### config.mk
export PLATFORM = sky130hd
export DESIGN_NAME = futex_wait_queue_engine
export DESIGN_NICKNAME = d
export VERILOG_FILES = /design/src/rtl/core/fwq_pkg.sv /design/src/rtl/core/futex_wait_queue_engine.sv /design/src/rtl/core/fwq_cell.sv /design/src/rtl/core/fwq_chain.sv
export SDC_FILE = /design/constraint.sdc
export NUM_CORES = 2
export LEC_CHECK = 0
export ABC_CLOCK_PERIOD_IN_PS = 22100
export BUFFER_PORTS_ARGS = -buffer_cell sky130_fd_sc_hd__buf_2
export CORE_MARGIN = 2
export CORE_UTILIZATION = 67
export DETAILED_ROUTE_END_ITERATION = 16
export PLACE_DENSITY = 0.85
export REMOVE_ABC_BUFFERS = 1
export SETUP_SLACK_MARGIN = 0.5
export SLEW_MARGIN = 20
export SYNTH_ARGS = -nofsm -noshare
export SYNTH_HDL_FRONTEND = slang
export SYNTH_SLANG_ARGS = --single-unit
### constraint.sdc
create_clock -name i_clk -period 22.1 [get_ports i_clk]
set_input_delay 0 -clock i_clk [delete_from_list [all_inputs] [get_ports i_clk]]
set_output_delay 0 -clock i_clk [all_outputs]
set_load 0.05 [all_outputs]
### src/rtl/core/fwq_pkg.sv
package fwq_pkg;

    localparam int MAX_WAITERS_DEF    = 32;
    localparam int THREAD_ID_BITS_DEF = 8;
    localparam int ADDRESS_BITS_DEF   = 48;

    localparam int OPCODE_W = 9;
    localparam int WORD_W   = 32;
    localparam int CMD_W    = 7;
    localparam int STATUS_W = 2;

    localparam logic [CMD_W-1:0] CMD_WAIT            = 7'd0;
    localparam logic [CMD_W-1:0] CMD_WAKE            = 7'd1;
    localparam logic [CMD_W-1:0] CMD_REQUEUE         = 7'd3;
    localparam logic [CMD_W-1:0] CMD_WAIT_BITSET     = 7'd9;
    localparam logic [CMD_W-1:0] CMD_WAKE_BITSET     = 7'd10;
    localparam logic [CMD_W-1:0] CMD_WAIT_REQUEUE_PI = 7'd11;

    localparam int OP_REALTIME_BIT = 8;

    localparam logic [STATUS_W-1:0] ST_OK            = 2'd0;
    localparam logic [STATUS_W-1:0] ST_RETRY         = 2'd1;
    localparam logic [STATUS_W-1:0] ST_NOT_SUPPORTED = 2'd2;
    localparam logic [STATUS_W-1:0] ST_TABLE_FULL    = 2'd3;

    typedef struct packed {
        logic pop;
        logic push;
    } t_chain_ctrl;

endpackage

### src/rtl/core/futex_wait_queue_engine.sv
// Futex wait queue held as one first-in first-out row of cells that shift towards the head.
// Wait, not-supported and retry transactions go from idle straight to the status state. Wake
// and withdraw rotate every waiter once through the head cell; a wake stalls while the result
// side is not ready to take a woken thread. Requeue rotates the list twice and then drains
// the moved threads from a side row back to the tail. Each transaction ends with one status
// result marked by tlast.
module futex_wait_queue_engine #(
    parameter int MAX_WAITERS    = fwq_pkg::MAX_WAITERS_DEF,
    parameter int THREAD_ID_BITS = fwq_pkg::THREAD_ID_BITS_DEF,
    parameter int ADDRESS_BITS   = fwq_pkg::ADDRESS_BITS_DEF,
    localparam int IN_BITS  = fwq_pkg::OPCODE_W + THREAD_ID_BITS + 2 * ADDRESS_BITS
                              + 3 * fwq_pkg::WORD_W,
    localparam int IN_W     = ((IN_BITS + 7) / 8) * 8,
    localparam int OUT_BITS = THREAD_ID_BITS + fwq_pkg::STATUS_W,
    localparam int OUT_W    = ((OUT_BITS + 7) / 8) * 8
) (
    input  logic            i_clk,
    input  logic            i_rst_n,
    input  logic            i_s_axis_tvalid,
    output logic            o_s_axis_tready,
    // opcode, thread_id, addr, addr2, current_value, value_or_count, second_count
    input  logic [IN_W-1:0] i_s_axis_tdata,
    // withdraw
    input  logic            i_s_axis_tuser,
    output logic            o_m_axis_tvalid,
    input  logic            i_m_axis_tready,
    // woken_thread, status
    output logic [OUT_W-1:0] o_m_axis_tdata,
    // kind
    output logic            o_m_axis_tuser,
    output logic            o_m_axis_tlast
);

    localparam int TB    = THREAD_ID_BITS;
    localparam int AB    = ADDRESS_BITS;
    localparam int WW    = fwq_pkg::WORD_W;
    localparam int CNT_W = $clog2(MAX_WAITERS + 1);
    localparam int ENT_W = AB + TB;
    localparam int OFS_TID  = fwq_pkg::OPCODE_W;
    localparam int OFS_A    = OFS_TID + TB;
    localparam int OFS_A2   = OFS_A + AB;
    localparam int OFS_CUR  = OFS_A2 + AB;
    localparam int OFS_V    = OFS_CUR + WW;
    localparam int OFS_C2   = OFS_V + WW;

    typedef enum logic [2:0] {
        S_IDLE,
        S_WAKE,
        S_MOVE,
        S_DRAIN,
        S_WD,
        S_STATUS
    } t_state;

    t_state r_state;

    logic [AB-1:0]    r_addr;
    logic [AB-1:0]    r_addr2;
    logic [TB-1:0]    r_tid;
    logic [WW-1:0]    r_c2;
    logic [WW-1:0]    r_lim;
    logic [CNT_W-1:0] r_left;
    logic             r_req;
    logic             r_found;
    logic [fwq_pkg::STATUS_W-1:0] r_status;

    logic             r_out_valid;
    logic             r_out_kind;
    logic [TB-1:0]    r_out_thr;
    logic [fwq_pkg::STATUS_W-1:0] r_out_status;
    logic             r_out_last;

    fwq_pkg::t_chain_ctrl main_ctrl;
    fwq_pkg::t_chain_ctrl side_ctrl;
    logic [ENT_W-1:0] main_push;
    logic [ENT_W-1:0] main_head;
    logic [CNT_W-1:0] main_occ;
    logic [TB-1:0]    side_head;
    logic [CNT_W-1:0] side_occ;

    logic [fwq_pkg::OPCODE_W-1:0] in_op;
    logic [fwq_pkg::CMD_W-1:0]    in_cmd;
    logic [TB-1:0]    in_tid;
    logic [AB-1:0]    in_addr;
    logic [WW-1:0]    in_cur;
    logic [WW-1:0]    in_v;
    logic             in_accept;
    logic             in_rt_bad;
    logic             in_is_wait;
    logic             in_append;
    logic             out_free;
    logic             head_match;
    logic             lim_nz;
    logic             emit_wake;
    logic             emit_status;

    assign in_op   = i_s_axis_tdata[fwq_pkg::OPCODE_W-1:0];
    assign in_cmd  = in_op[fwq_pkg::CMD_W-1:0];
    assign in_tid  = i_s_axis_tdata[OFS_TID +: TB];
    assign in_addr = i_s_axis_tdata[OFS_A +: AB];
    assign in_cur  = i_s_axis_tdata[OFS_CUR +: WW];
    assign in_v    = i_s_axis_tdata[OFS_V +: WW];

    assign in_accept  = i_s_axis_tvalid && o_s_axis_tready;
    assign in_rt_bad  = in_op[fwq_pkg::OP_REALTIME_BIT]
                        && !(in_cmd inside {fwq_pkg::CMD_WAIT, fwq_pkg::CMD_WAIT_BITSET,
                                            fwq_pkg::CMD_WAIT_REQUEUE_PI});
    assign in_is_wait = in_cmd inside {fwq_pkg::CMD_WAIT, fwq_pkg::CMD_WAIT_BITSET};
    assign in_append  = in_accept && !i_s_axis_tuser && !in_rt_bad && in_is_wait
                        && (in_cur == in_v) && (main_occ < CNT_W'(MAX_WAITERS));

    assign out_free   = !r_out_valid || i_m_axis_tready;
    assign head_match = main_head[TB +: AB] == r_addr;
    assign lim_nz     = r_lim != '0;

    always_comb begin
        main_ctrl   = '0;
        side_ctrl   = '0;
        main_push   = main_head;
        emit_wake   = 1'b0;
        emit_status = 1'b0;
        case (r_state)
            S_IDLE: begin
                main_ctrl.push = in_append;
                main_push      = {in_addr, in_tid};
            end
            S_WAKE: begin
                if (r_left != '0) begin
                    if (head_match && lim_nz) begin
                        emit_wake     = out_free;
                        main_ctrl.pop = out_free;
                    end else begin
                        main_ctrl.pop  = 1'b1;
                        main_ctrl.push = 1'b1;
                    end
                end
            end
            S_MOVE: begin
                if (r_left != '0) begin
                    main_ctrl.pop = 1'b1;
                    if (head_match && lim_nz) begin
                        side_ctrl.push = 1'b1;
                    end else begin
                        main_ctrl.push = 1'b1;
                    end
                end
            end
            S_DRAIN: begin
                if (side_occ != '0) begin
                    side_ctrl.pop  = 1'b1;
                    main_ctrl.push = 1'b1;
                    main_push      = {r_addr2, side_head};
                end
            end
            S_WD: begin
                if (r_left != '0) begin
                    main_ctrl.pop = 1'b1;
                    main_ctrl.push = !((main_head[TB-1:0] == r_tid) && !r_found);
                end
            end
            S_STATUS: begin
                emit_status = out_free;
            end
            default: begin
            end
        endcase
    end

    fwq_chain #(
        .DEPTH(MAX_WAITERS),
        .WIDTH(ENT_W),
        .CNT_W(CNT_W)
    ) u_main (
        .i_clk      (i_clk),
        .i_rst_n    (i_rst_n),
        .i_ctrl     (main_ctrl),
        .i_push_data(main_push),
        .o_head     (main_head),
        .o_occ      (main_occ)
    );

    fwq_chain #(
        .DEPTH(MAX_WAITERS),
        .WIDTH(TB),
        .CNT_W(CNT_W)
    ) u_side (
        .i_clk      (i_clk),
        .i_rst_n    (i_rst_n),
        .i_ctrl     (side_ctrl),
        .i_push_data(main_head[TB-1:0]),
        .o_head     (side_head),
        .o_occ      (side_occ)
    );

    always_ff @(posedge i_clk) begin
        if (!i_rst_n) begin
            r_state     <= S_IDLE;
            r_out_valid <= 1'b0;
        end else begin
            if (emit_wake) begin
                r_out_valid  <= 1'b1;
                r_out_kind   <= 1'b1;
                r_out_thr    <= main_head[TB-1:0];
                r_out_status <= fwq_pkg::ST_OK;
                r_out_last   <= 1'b0;
            end else if (emit_status) begin
                r_out_valid  <= 1'b1;
                r_out_kind   <= 1'b0;
                r_out_thr    <= '0;
                r_out_status <= r_status;
                r_out_last   <= 1'b1;
            end else if (i_m_axis_tready) begin
                r_out_valid <= 1'b0;
            end

            if (main_ctrl.pop) begin
                r_left <= r_left - CNT_W'(1);
            end

            case (r_state)
                S_IDLE: begin
                    if (in_accept) begin
                        r_addr   <= in_addr;
                        r_addr2  <= i_s_axis_tdata[OFS_A2 +: AB];
                        r_tid    <= in_tid;
                        r_c2     <= i_s_axis_tdata[OFS_C2 +: WW];
                        r_left   <= main_occ;
                        r_found  <= 1'b0;
                        r_req    <= 1'b0;
                        r_lim    <= (in_v[WW-1] && (in_cmd inside {fwq_pkg::CMD_WAKE,
                                     fwq_pkg::CMD_WAKE_BITSET})) ? '0 : in_v;
                        if (i_s_axis_tuser) begin
                            r_status <= fwq_pkg::ST_OK;
                            r_state  <= S_WD;
                        end else if (in_rt_bad) begin
                            r_status <= fwq_pkg::ST_NOT_SUPPORTED;
                            r_state  <= S_STATUS;
                        end else if (in_is_wait) begin
                            if (in_cur != in_v) begin
                                r_status <= fwq_pkg::ST_RETRY;
                            end else if (!in_append) begin
                                r_status <= fwq_pkg::ST_TABLE_FULL;
                            end else begin
                                r_status <= fwq_pkg::ST_OK;
                            end
                            r_state <= S_STATUS;
                        end else if (in_cmd inside {fwq_pkg::CMD_WAKE,
                                                    fwq_pkg::CMD_WAKE_BITSET}) begin
                            r_status <= fwq_pkg::ST_OK;
                            r_state  <= S_WAKE;
                        end else if (in_cmd == fwq_pkg::CMD_REQUEUE) begin
                            r_status <= fwq_pkg::ST_OK;
                            r_req    <= 1'b1;
                            r_state  <= S_WAKE;
                        end else begin
                            r_status <= fwq_pkg::ST_NOT_SUPPORTED;
                            r_state  <= S_STATUS;
                        end
                    end
                end
                S_WAKE: begin
                    if (emit_wake) begin
                        r_lim <= r_lim - WW'(1);
                    end
                    if (r_left == '0) begin
                        if (r_req) begin
                            r_lim   <= r_c2;
                            r_left  <= main_occ;
                            r_state <= S_MOVE;
                        end else begin
                            r_state <= S_STATUS;
                        end
                    end
                end
                S_MOVE: begin
                    if (side_ctrl.push) begin
                        r_lim <= r_lim - WW'(1);
                    end
                    if (r_left == '0) begin
                        r_state <= S_DRAIN;
                    end
                end
                S_DRAIN: begin
                    if (side_occ == '0) begin
                        r_state <= S_STATUS;
                    end
                end
                S_WD: begin
                    if (main_ctrl.pop && !main_ctrl.push) begin
                        r_found <= 1'b1;
                    end
                    if (r_left == '0) begin
                        r_state <= S_STATUS;
                    end
                end
                S_STATUS: begin
                    if (emit_status) begin
                        r_state <= S_IDLE;
                    end
                end
                default: begin
                    r_state <= S_IDLE;
                end
            endcase
        end
    end

    assign o_s_axis_tready = r_state == S_IDLE;
    assign o_m_axis_tvalid = r_out_valid;
    assign o_m_axis_tdata  = OUT_W'({r_out_status, r_out_thr});
    assign o_m_axis_tuser  = r_out_kind;
    assign o_m_axis_tlast  = r_out_last;

    a_occ_bound: assert property (@(posedge i_clk) disable iff (!i_rst_n)
        (main_occ + side_occ) <= CNT_W'(MAX_WAITERS))
        else $error("waiter rows hold more entries than the list depth");

    a_side_empty_idle: assert property (@(posedge i_clk) disable iff (!i_rst_n)
        (r_state == S_IDLE) |-> (side_occ == '0))
        else $error("side row not empty between transactions");

    a_woken_not_last: assert property (@(posedge i_clk) disable iff (!i_rst_n)
        (o_m_axis_tvalid && o_m_axis_tuser) |-> !o_m_axis_tlast)
        else $error("woken thread result marked as final");

    a_status_ends: assert property (@(posedge i_clk) disable iff (!i_rst_n)
        (r_state == S_STATUS && out_free) |=> (r_state == S_IDLE && o_m_axis_tlast))
        else $error("status result did not close the transaction");

endmodule

### src/rtl/core/fwq_cell.sv
module fwq_cell #(
    parameter int WIDTH = 8
) (
    input  logic             i_clk,
    input  logic             i_shift,
    input  logic             i_load,
    input  logic [WIDTH-1:0] i_load_data,
    input  logic [WIDTH-1:0] i_next_data,
    output logic [WIDTH-1:0] o_data
);

    logic [WIDTH-1:0] r_data;

    always_ff @(posedge i_clk) begin
        if (i_load) begin
            r_data <= i_load_data;
        end else if (i_shift) begin
            r_data <= i_next_data;
        end
    end

    assign o_data = r_data;

endmodule

### src/rtl/core/fwq_chain.sv
module fwq_chain #(
    parameter int DEPTH = fwq_pkg::MAX_WAITERS_DEF,
    parameter int WIDTH = 8,
    parameter int CNT_W = $clog2(DEPTH + 1)
) (
    input  logic                i_clk,
    input  logic                i_rst_n,
    input  fwq_pkg::t_chain_ctrl i_ctrl,
    input  logic [WIDTH-1:0]    i_push_data,
    output logic [WIDTH-1:0]    o_head,
    output logic [CNT_W-1:0]    o_occ
);

    logic [CNT_W-1:0] r_occ;
    logic [CNT_W-1:0] wr_idx;
    logic [WIDTH-1:0] cell_q [DEPTH];

    assign wr_idx = i_ctrl.pop ? r_occ - CNT_W'(1) : r_occ;

    for (genvar i = 0; i < DEPTH; i++) begin : g_cell
        logic [WIDTH-1:0] next_data;
        if (i == DEPTH - 1) begin : g_end
            assign next_data = '0;
        end else begin : g_mid
            assign next_data = cell_q[i+1];
        end
        fwq_cell #(
            .WIDTH(WIDTH)
        ) u_cell (
            .i_clk      (i_clk),
            .i_shift    (i_ctrl.pop),
            .i_load     (i_ctrl.push && (wr_idx == CNT_W'(i))),
            .i_load_data(i_push_data),
            .i_next_data(next_data),
            .o_data     (cell_q[i])
        );
    end

    always_ff @(posedge i_clk) begin
        if (!i_rst_n) begin
            r_occ <= '0;
        end else if (i_ctrl.push && !i_ctrl.pop) begin
            r_occ <= r_occ + CNT_W'(1);
        end else if (i_ctrl.pop && !i_ctrl.push) begin
            r_occ <= r_occ - CNT_W'(1);
        end
    end

    assign o_head = cell_q[0];
    assign o_occ  = r_occ;

endmodule
======== Word level (Yosys, flattened, before mapping) ========
Index checks and enable logic that the tools add are counted.
word-level totals
  memories ................................ 0
  bits in latches ......................... 0
  logic and storage cells ................. 546
  output and inout port bits .............. 20
  RAM bits ................................ 0
  input port bits ......................... 221
  bits in registers ....................... 2254
  ROM bits ................................ 0
operators by class
  divide/modulo/power cells ............... 0
  eq/ne operators ......................... 84
  $mul .................................... 0
  add/sub/neg operators ................... 6
  mux-type cells .......................... 195
  shift-type cells ........................ 0
  bitwise operators ....................... 0
  reductions and logical operators ........ 178
  $lt $le $gt $ge ......................... 1
operator list
  cell                   count
  $mux 56                65
  $mux 8                 66
  $eq 6x5->1 const B     32
  $mux 32                6
  $reduce_bool 2->1      70
  $pmux 56 s2            1
  $eq 6x4->1 const B     16
  $pmux 32 s3            1
  $logic_and 1x1->1      78
  $mux 6                 10
  $eq 48x48->1           1
  $eq 6x3->1 const B     8
  $mux 3                 12
  $eq 32x32->1           1
  $ne 32x32->1           1
  $reduce_bool 32->1     1
  $sub 32x1->32 const B  1
  $eq 6x2->1 const B     4
  $logic_not 6->1        4
  $eq 7x4->1 const B     3
  $mux 2                 10
  $mux 1                 19
  $pmux 3 s6             1
  $sub 6x1->6 const B    3
  other kinds (27)       50

======== Depth between registers and ports, before layout ========
  depth after elaboration ................. 14
  depth in mapped cells ................... 18
  depth with buffers taken out ............ 16

======== Modules after synthesis ========
Synthesis repeated with hierarchy kept, for this count alone.
unflattened totals
  cells, all modules ...................... 5458
  area, all modules ....................... 103174.0 µm²
modules (own cells, without submodules)
  module                                   seq. area each (µm²)  instances  area each (µm²)  cells each
  fwq_cell at u_main.g_cell[0].u_cell ...  1681.6                32         2482.4           119
  fwq_cell at u_side.g_cell[0].u_cell ...  240.2                 32         377.9            18
  futex_wait_queue_engine                  5785.5                1          9841.9           836
  fwq_chain                                120.1                 2          902.1            119

======== Worst setup path after synthesis ========
OpenSTA, ideal clock, no wires.
  path kind ............................... register to register
  start ................................... reg r_state[2]
  end ..................................... reg r_addr2[0], enable pin
  setup time .............................. 639 ps
  data required time ...................... 21461 ps
  path slack .............................. 14708 ps
  clock period less this slack ............ 7392 ps
  cell stages (with the launch flop) ...... 5
  path buffers ............................ 1
  arrival ................................. 6753 ps
  cells stage by stage .................... dfxtp_1 clkbuf_1 nor3_1 nand2_1 nor2_1
between the ends
  word-level cells in the longest chain between the ends .. 3
ends and longest elaborated chain
  item                                 line                                                            text
  start: declaration                   futex_wait_queue_engine.sv:55                                   t_state r_state;
  start signal: assignment             futex_wait_queue_engine.sv:197                                  r_state <= S_IDLE;
  start signal: assignment             futex_wait_queue_engine.sv:234                                  r_state <= S_WD;
  start signal: assignment             futex_wait_queue_engine.sv:237                                  r_state <= S_STATUS;
  $logic_not 3->1 *                    futex_wait_queue_engine.sv:220, futex_wait_queue_engine.sv:308
  $logic_and 1x1->1                    futex_wait_queue_engine.sv:104                                  assign in_accept = i_s_axis_tvalid && o_s_axis_tready;
  $reduce_and 3->1 (no source line) *  -
  end signal: assignment               futex_wait_queue_engine.sv:224                                  r_addr2 <= i_s_axis_tdata[OFS_A2 +: AB];
  end: declaration                     futex_wait_queue_engine.sv:58                                   logic [AB-1:0] r_addr2;
Every way passes the cells marked *; elsewhere a longest branch is shown, timed or not.
A chain may end at the register's enable or synchronous reset.

======== Worst setup path in the final report ========
  start ................................... reg r_lim[5]
  end ..................................... reg u_main.g_cell[25].u_cell.r_data[33], enable pin
between the ends
  word-level cells in the longest chain between the ends .. 9
  elaborated cells between the ends (all ways) .. 12
  those cells by class .................... eq/ne: 1; mux: 7; reduce/logical: 4
ends and longest elaborated chain
  item                                  line                                                            text
  start: declaration                    futex_wait_queue_engine.sv:61                                   logic [WW-1:0] r_lim;
  start signal: assignment              futex_wait_queue_engine.sv:230                                  r_lim <= (in_v[WW-1] && (in_cmd inside {fwq_pkg::CMD_WAKE,
  start signal: assignment              futex_wait_queue_engine.sv:263                                  r_lim <= r_lim - WW'(1);
  start signal: assignment              futex_wait_queue_engine.sv:267                                  r_lim <= r_c2;
  $reduce_bool 32->1 *                  futex_wait_queue_engine.sv:114                                  assign lim_nz = r_lim != '0;
  $logic_and 1x1->1 *                   futex_wait_queue_engine.sv:129, futex_wait_queue_engine.sv:141
  $mux 1                                futex_wait_queue_engine.sv:129                                  if (head_match && lim_nz) begin
  $mux 2                                futex_wait_queue_engine.sv:128                                  if (r_left != '0) begin
  $pmux 1 s3                            futex_wait_queue_engine.sv:122                                  case (r_state)
  $mux 6                                fwq_chain.sv:18                                                 assign wr_idx = i_ctrl.pop ? r_occ - CNT_W'(1) : r_occ;
  $eq 6x5->1                            fwq_chain.sv:32                                                 .i_load (i_ctrl.push && (wr_idx == CNT_W'(i))),
  $logic_and 1x1->1                     fwq_chain.sv:32
  $reduce_bool 2->1 (no source line) *  -
  end signal: assignment                fwq_cell.sv:16                                                  r_data <= i_load_data;
  end signal: assignment                fwq_cell.sv:18                                                  r_data <= i_next_data;
  end: declaration                      fwq_cell.sv:12                                                  logic [WIDTH-1:0] r_data;
Marked as above.

==> results <==
- The tool flagged a number of max-cap violations equal to 0.
- The dominant register cell in the synthesized netlist is sky130_fd_sc_hd__edfxtp_1.
- The later pin in the worst-skew pair is clocked with a latency of 830 ps.
- The slew at the pin closest to its max-slew limit is 1040 ps.
- The sum of negative setup slack is 0 ps.
- The area growth from synthesis to final layout is 12.2%.
- The final-stage net count is 6314.
- The worst hold path passes through 4 cells.
- The startpoint class of the critical path is a flip-flop.
- The fraction of the mapped netlist area in compound gates came to 0.0177.
- During synthesis, Yosys emitted a total of 0 warnings.
- The number of buffers inserted during clock tree synthesis is 213.
- The largest fanout on the critical path is 71.
- The chip height is 387 um.
- Yosys mapped a number of flops with a built-in enable equal to 2238.
- In the final routed layout, each cell accounts on average for 23.7 um.
- The CTS H-tree depth is 4.
- Synthesis inferred 2254 register bits.
- The number of buffers inserted by hold repair at cts is 322.
- The share of layout cells above drive strength 1 is 0.433.
- The maximum VDD drop is 0.273 mV.
- The fraction of synthesis flops using an asynchronous set or reset pin is 0.
- The horizontal die dimension is 387 um.
- The detailed-router iteration count before antenna repair is 5.
- The number of cells on the worst reg-to-reg path is 14.
- In the finished design, the share of the clock period the worst path needs comes to 0.337.
- The number of port buffers is 226.
- The top cell types in the final layout, fill and taps aside, are 2238 x sky130_fd_sc_hd__edfxtp_1, 1944 x sky130_fd_sc_hd__mux2_2, 322 x sky130_fd_sc_hd__dlygate4sd3_1.
- Across the routed clock network, the largest skew measured is 33.4 ps.
- The detailed router finished its first iteration with 3817 violations.
- The normalized max-slew margin is 0.304.
- Summing internal, switching and leakage power gives 17.2 mW.
- The logic depth of the worst path, buffers included is 14.
- The cell type of the slowest stage on the worst timing path is sky130_fd_sc_hd__nor4_1.
- The adder and majority cell fraction of the synthesized area is 0.00140.
- Clock tree synthesis selected as its root buffer the cell sky130_fd_sc_hd__clkbuf_16.
- After global routing the overflow that remains totals 0.
- The number of placement rows is 140.
- The detailed-route DRC error count is 0.
- For this block, the routed nets add up to 194000 um of wire.
- The delay contributed by the slowest stage of the critical path is 730 ps.
- Together, buffers and inverters on the worst path number 5.
- The shortest period the worst path allows is 7450 ps.
- In this run the standard cell core region covers 146000 sq um.
- The number of top-level pins is 241.
- The via count of the routed design is 51000.
- Dividing total power by cell area gives a power density of 156 nW/um^2.
- Of the post-synthesis cell area, the dominant cell type holds 0.683.
- For this run, the top clock speed supported by timing is 134 MHz.
- Yosys mapped the design onto 69 distinct sky130hd cell types.
- By area the synthesized netlist is led by sky130_fd_sc_hd__edfxtp_1 68%, sky130_fd_sc_hd__mux2_2 22%, sky130_fd_sc_hd__clkbuf_1 1.1%.
- The combinational family with the most area after synthesis is multiplexers.
- The run finished with clean final reports.
- Of the synthesized area, sequential elements account for 0.686.
- Synthesis produced 5721 cells.
- The maximum number of pins on one net before global-route repair is 72.
- The mean number of vias per cell is 6.23.
- Of the total synthesized cell area, the portion taken by XOR and XNOR cells is 0.0112.
- The number of nets still failing antenna checks after routing is 0.
- Walking the worst path, the cells encountered are nor4_1 > nand4_1 > nor3_1 > or2_1 > o21a_1 > o21ai_4 > buf_4 > inv_1 > a41o_4 > buf_4 > and3_2 > buf_4 > or2_2 > buf_4.
- The global-route usage over all layers is 0.257.
- The type of the worst setup path is flip-flop to flip-flop.
- The initial antenna violation count is 4.
- The average cell area after synthesis is 17.2 sq um.
- The cell family contributing the most delay on the critical path is buffers and inverters.
- After filler insertion, the fill cell instance count of the layout stands at 7657.
- The area of combinational cells with multiple inputs is 28700 sq um.
- Of the total synthesized cell area, the portion taken by AND, OR, NAND and NOR gates is 0.0290.
- The register clock-pin slew on the reported worst setup and hold paths is 70 ps.
- The total clock sinks is 2254.
- In this run the worst hold path is classified as primary input to flip-flop.
- The area of the die is 150000 sq um.
- The data arrival time of the critical path is 7910 ps.
- The post-cts resize count is 0.
- The sequential cell area is 67500 sq um.
- Post-CTS timing repair inserted 0 buffers for setup.
- STA classifies the critical path endpoint as a flip-flop.
- The initial utilization of the core area, before any placement, comes to 0.675.
- The weighted congestion at the end of routability-driven global placement is 0.893.
- Summed over all instances, the cell type with the most area after synthesis is sky130_fd_sc_hd__edfxtp_1.
- The via count of the first global-routing pass is 52800.
- The detailed-placement wirelength estimate is 114000 um.
- The cell occurring most often along the worst timing path is sky130_fd_sc_hd__buf_4.
- The library cell used most frequently in the layout, excluding fill and tap cells, is sky130_fd_sc_hd__edfxtp_1.
- Setup repair after global routing left no endpoint under its margin.
- Measured against the total synthesized area, the mux share comes to 0.228.
- The deepest clock path buffer count is 3.
- The setup violation total in the final timing report is 0.
- For this design the static power due to leakage is 37.9 nW.
- The critical path data required time is 22560 ps.
- The area of the mapped netlist is 98400 sq um.
- TritonCTS built the clock tree.
- The number of pins exceeding their max-slew limit in the final report is 0.
- The wire length of the first global-routing pass is 304000 um.
- The final hold violation count came to 0.
tightest hold or removal path, stage by stage:
cell and delay (ps):
sky130_fd_sc_hd__dlygate4sd3_1 520, sky130_fd_sc_hd__buf_2 130, sky130_fd_sc_hd__a222oi_1 90, sky130_fd_sc_hd__o21ai_0 70
sequential cells by signal, indices dropped and copies added, names as in the netlist:
signal	cells
u_main.g_cell.u_cell.o_data	1792
u_side.g_cell.u_cell.o_data	256
r_addr2	48
r_addr	48
r_c2	32
r_lim	32
r_out_thr	8
r_tid	8
r_left	6
u_main.o_occ	6
u_side.o_occ	6
r_state	3
r_out_status	2
r_status	2
o_m_axis_tlast	1
o_m_axis_tuser	1
o_m_axis_tvalid	1
r_found	1
r_req	1
cell families (layout without fill, tap and decap cells):
| logic type | Yosys count | count (layout) |
|---|---|---|
| AO/OA/AOI/OAI | 247 | 247 |
| XOR/XNOR | 126 | 126 |
| adder cells (fa/ha/maj) | 11 | 11 |
| buffers and inverters | 521 | 1057 |
| flip-flops | 2254 | 2254 |
| multiplexers | 1988 | 1988 |
| other | 1 | 11 |
| AND/OR/NAND/NOR | 573 | 573 |
layer usage:
metal / vias up / part of all wire / GRT usage
li1: 22800 / - / -
met1: 25900 / 0.39 / 0.327
met2: 1850 / 0.51 / 0.443
met3: 453 / 0.061 / 0.0424
met4: 2 / 0.038 / 0.105
met5: - / 0.000057 / 0
layout make-up:
type / count / share of cell area
clock buffer: 265 / 0.0507
timing repair buffer: 636 / 0.0455
clock inverter: 130 / 0.00922
inverter: 26 / 0.000884
tap: 1917 / 0.0217
multi-input combinational: 2951 / 0.260
sequential: 2254 / 0.611
antenna: 5 / 0.000113
synthesized netlist by cell type (all sizes together) (2+ instances only):
cell        n
edfxtp   2238
mux2     1984
clkbuf    290
nand2     207
buf       205
nor2       74
and3       72
xnor2      66
a22oi      63
xor2       60
a21oi      53
o21ai      50
and2       41
nand3      38
or2        32
inv        25
nor4       25
nor3       22
nand4      18
or3        17
dfxtp      16
a221o      14
ha         11
o211ai     10
a222oi      8
nor2b       8
a311oi      7
o2111ai     7
a31oi       6
nand2b      5
nor3b       5
mux2i       4
a211o       3
a211oi      3
o211a       3
o22ai       3
a21boi      2
a21o        2
a41o        2
and4        2
nand3b      2
nor4b       2
o31ai       2
or4         2
where the power goes:
| group | switching (mW) | internal (mW) |
|---|---|---|
| registers | 0.523 | 7.98 |
| clock network | 1.55 | 1.95 |
| logic | 3.47 | 1.75 |
path summary, 6_finish.rpt:
kind,startpoint,end,slack [ps]
max,r_lim[5],u_main.g_cell[25].u_cell.o_data[33],14650
min,i_s_axis_tdata[161],r_lim[16],90
max reg2reg,r_lim[5],u_main.g_cell[25].u_cell.o_data[33],14650
min reg2reg,u_main.g_cell[6].u_cell.o_data[49],u_main.g_cell[5].u_cell.o_data[49],520
per-stage QoR:
step	hold WS (ps)	area (sq um)	std cells	setup slack (ps)	util
after floorplan	98.9	95900	5231	10590	-
after global placement	179	100000	7460	14720	0.689
after detailed placement	178	100000	7460	14670	0.689
after CTS	7.61	110000	8177	14640	0.756
after global routing	61.2	110000	8182	14410	0.758
final	91.0	110000	8184	14650	0.758
(Power assumes the default switching activity.)
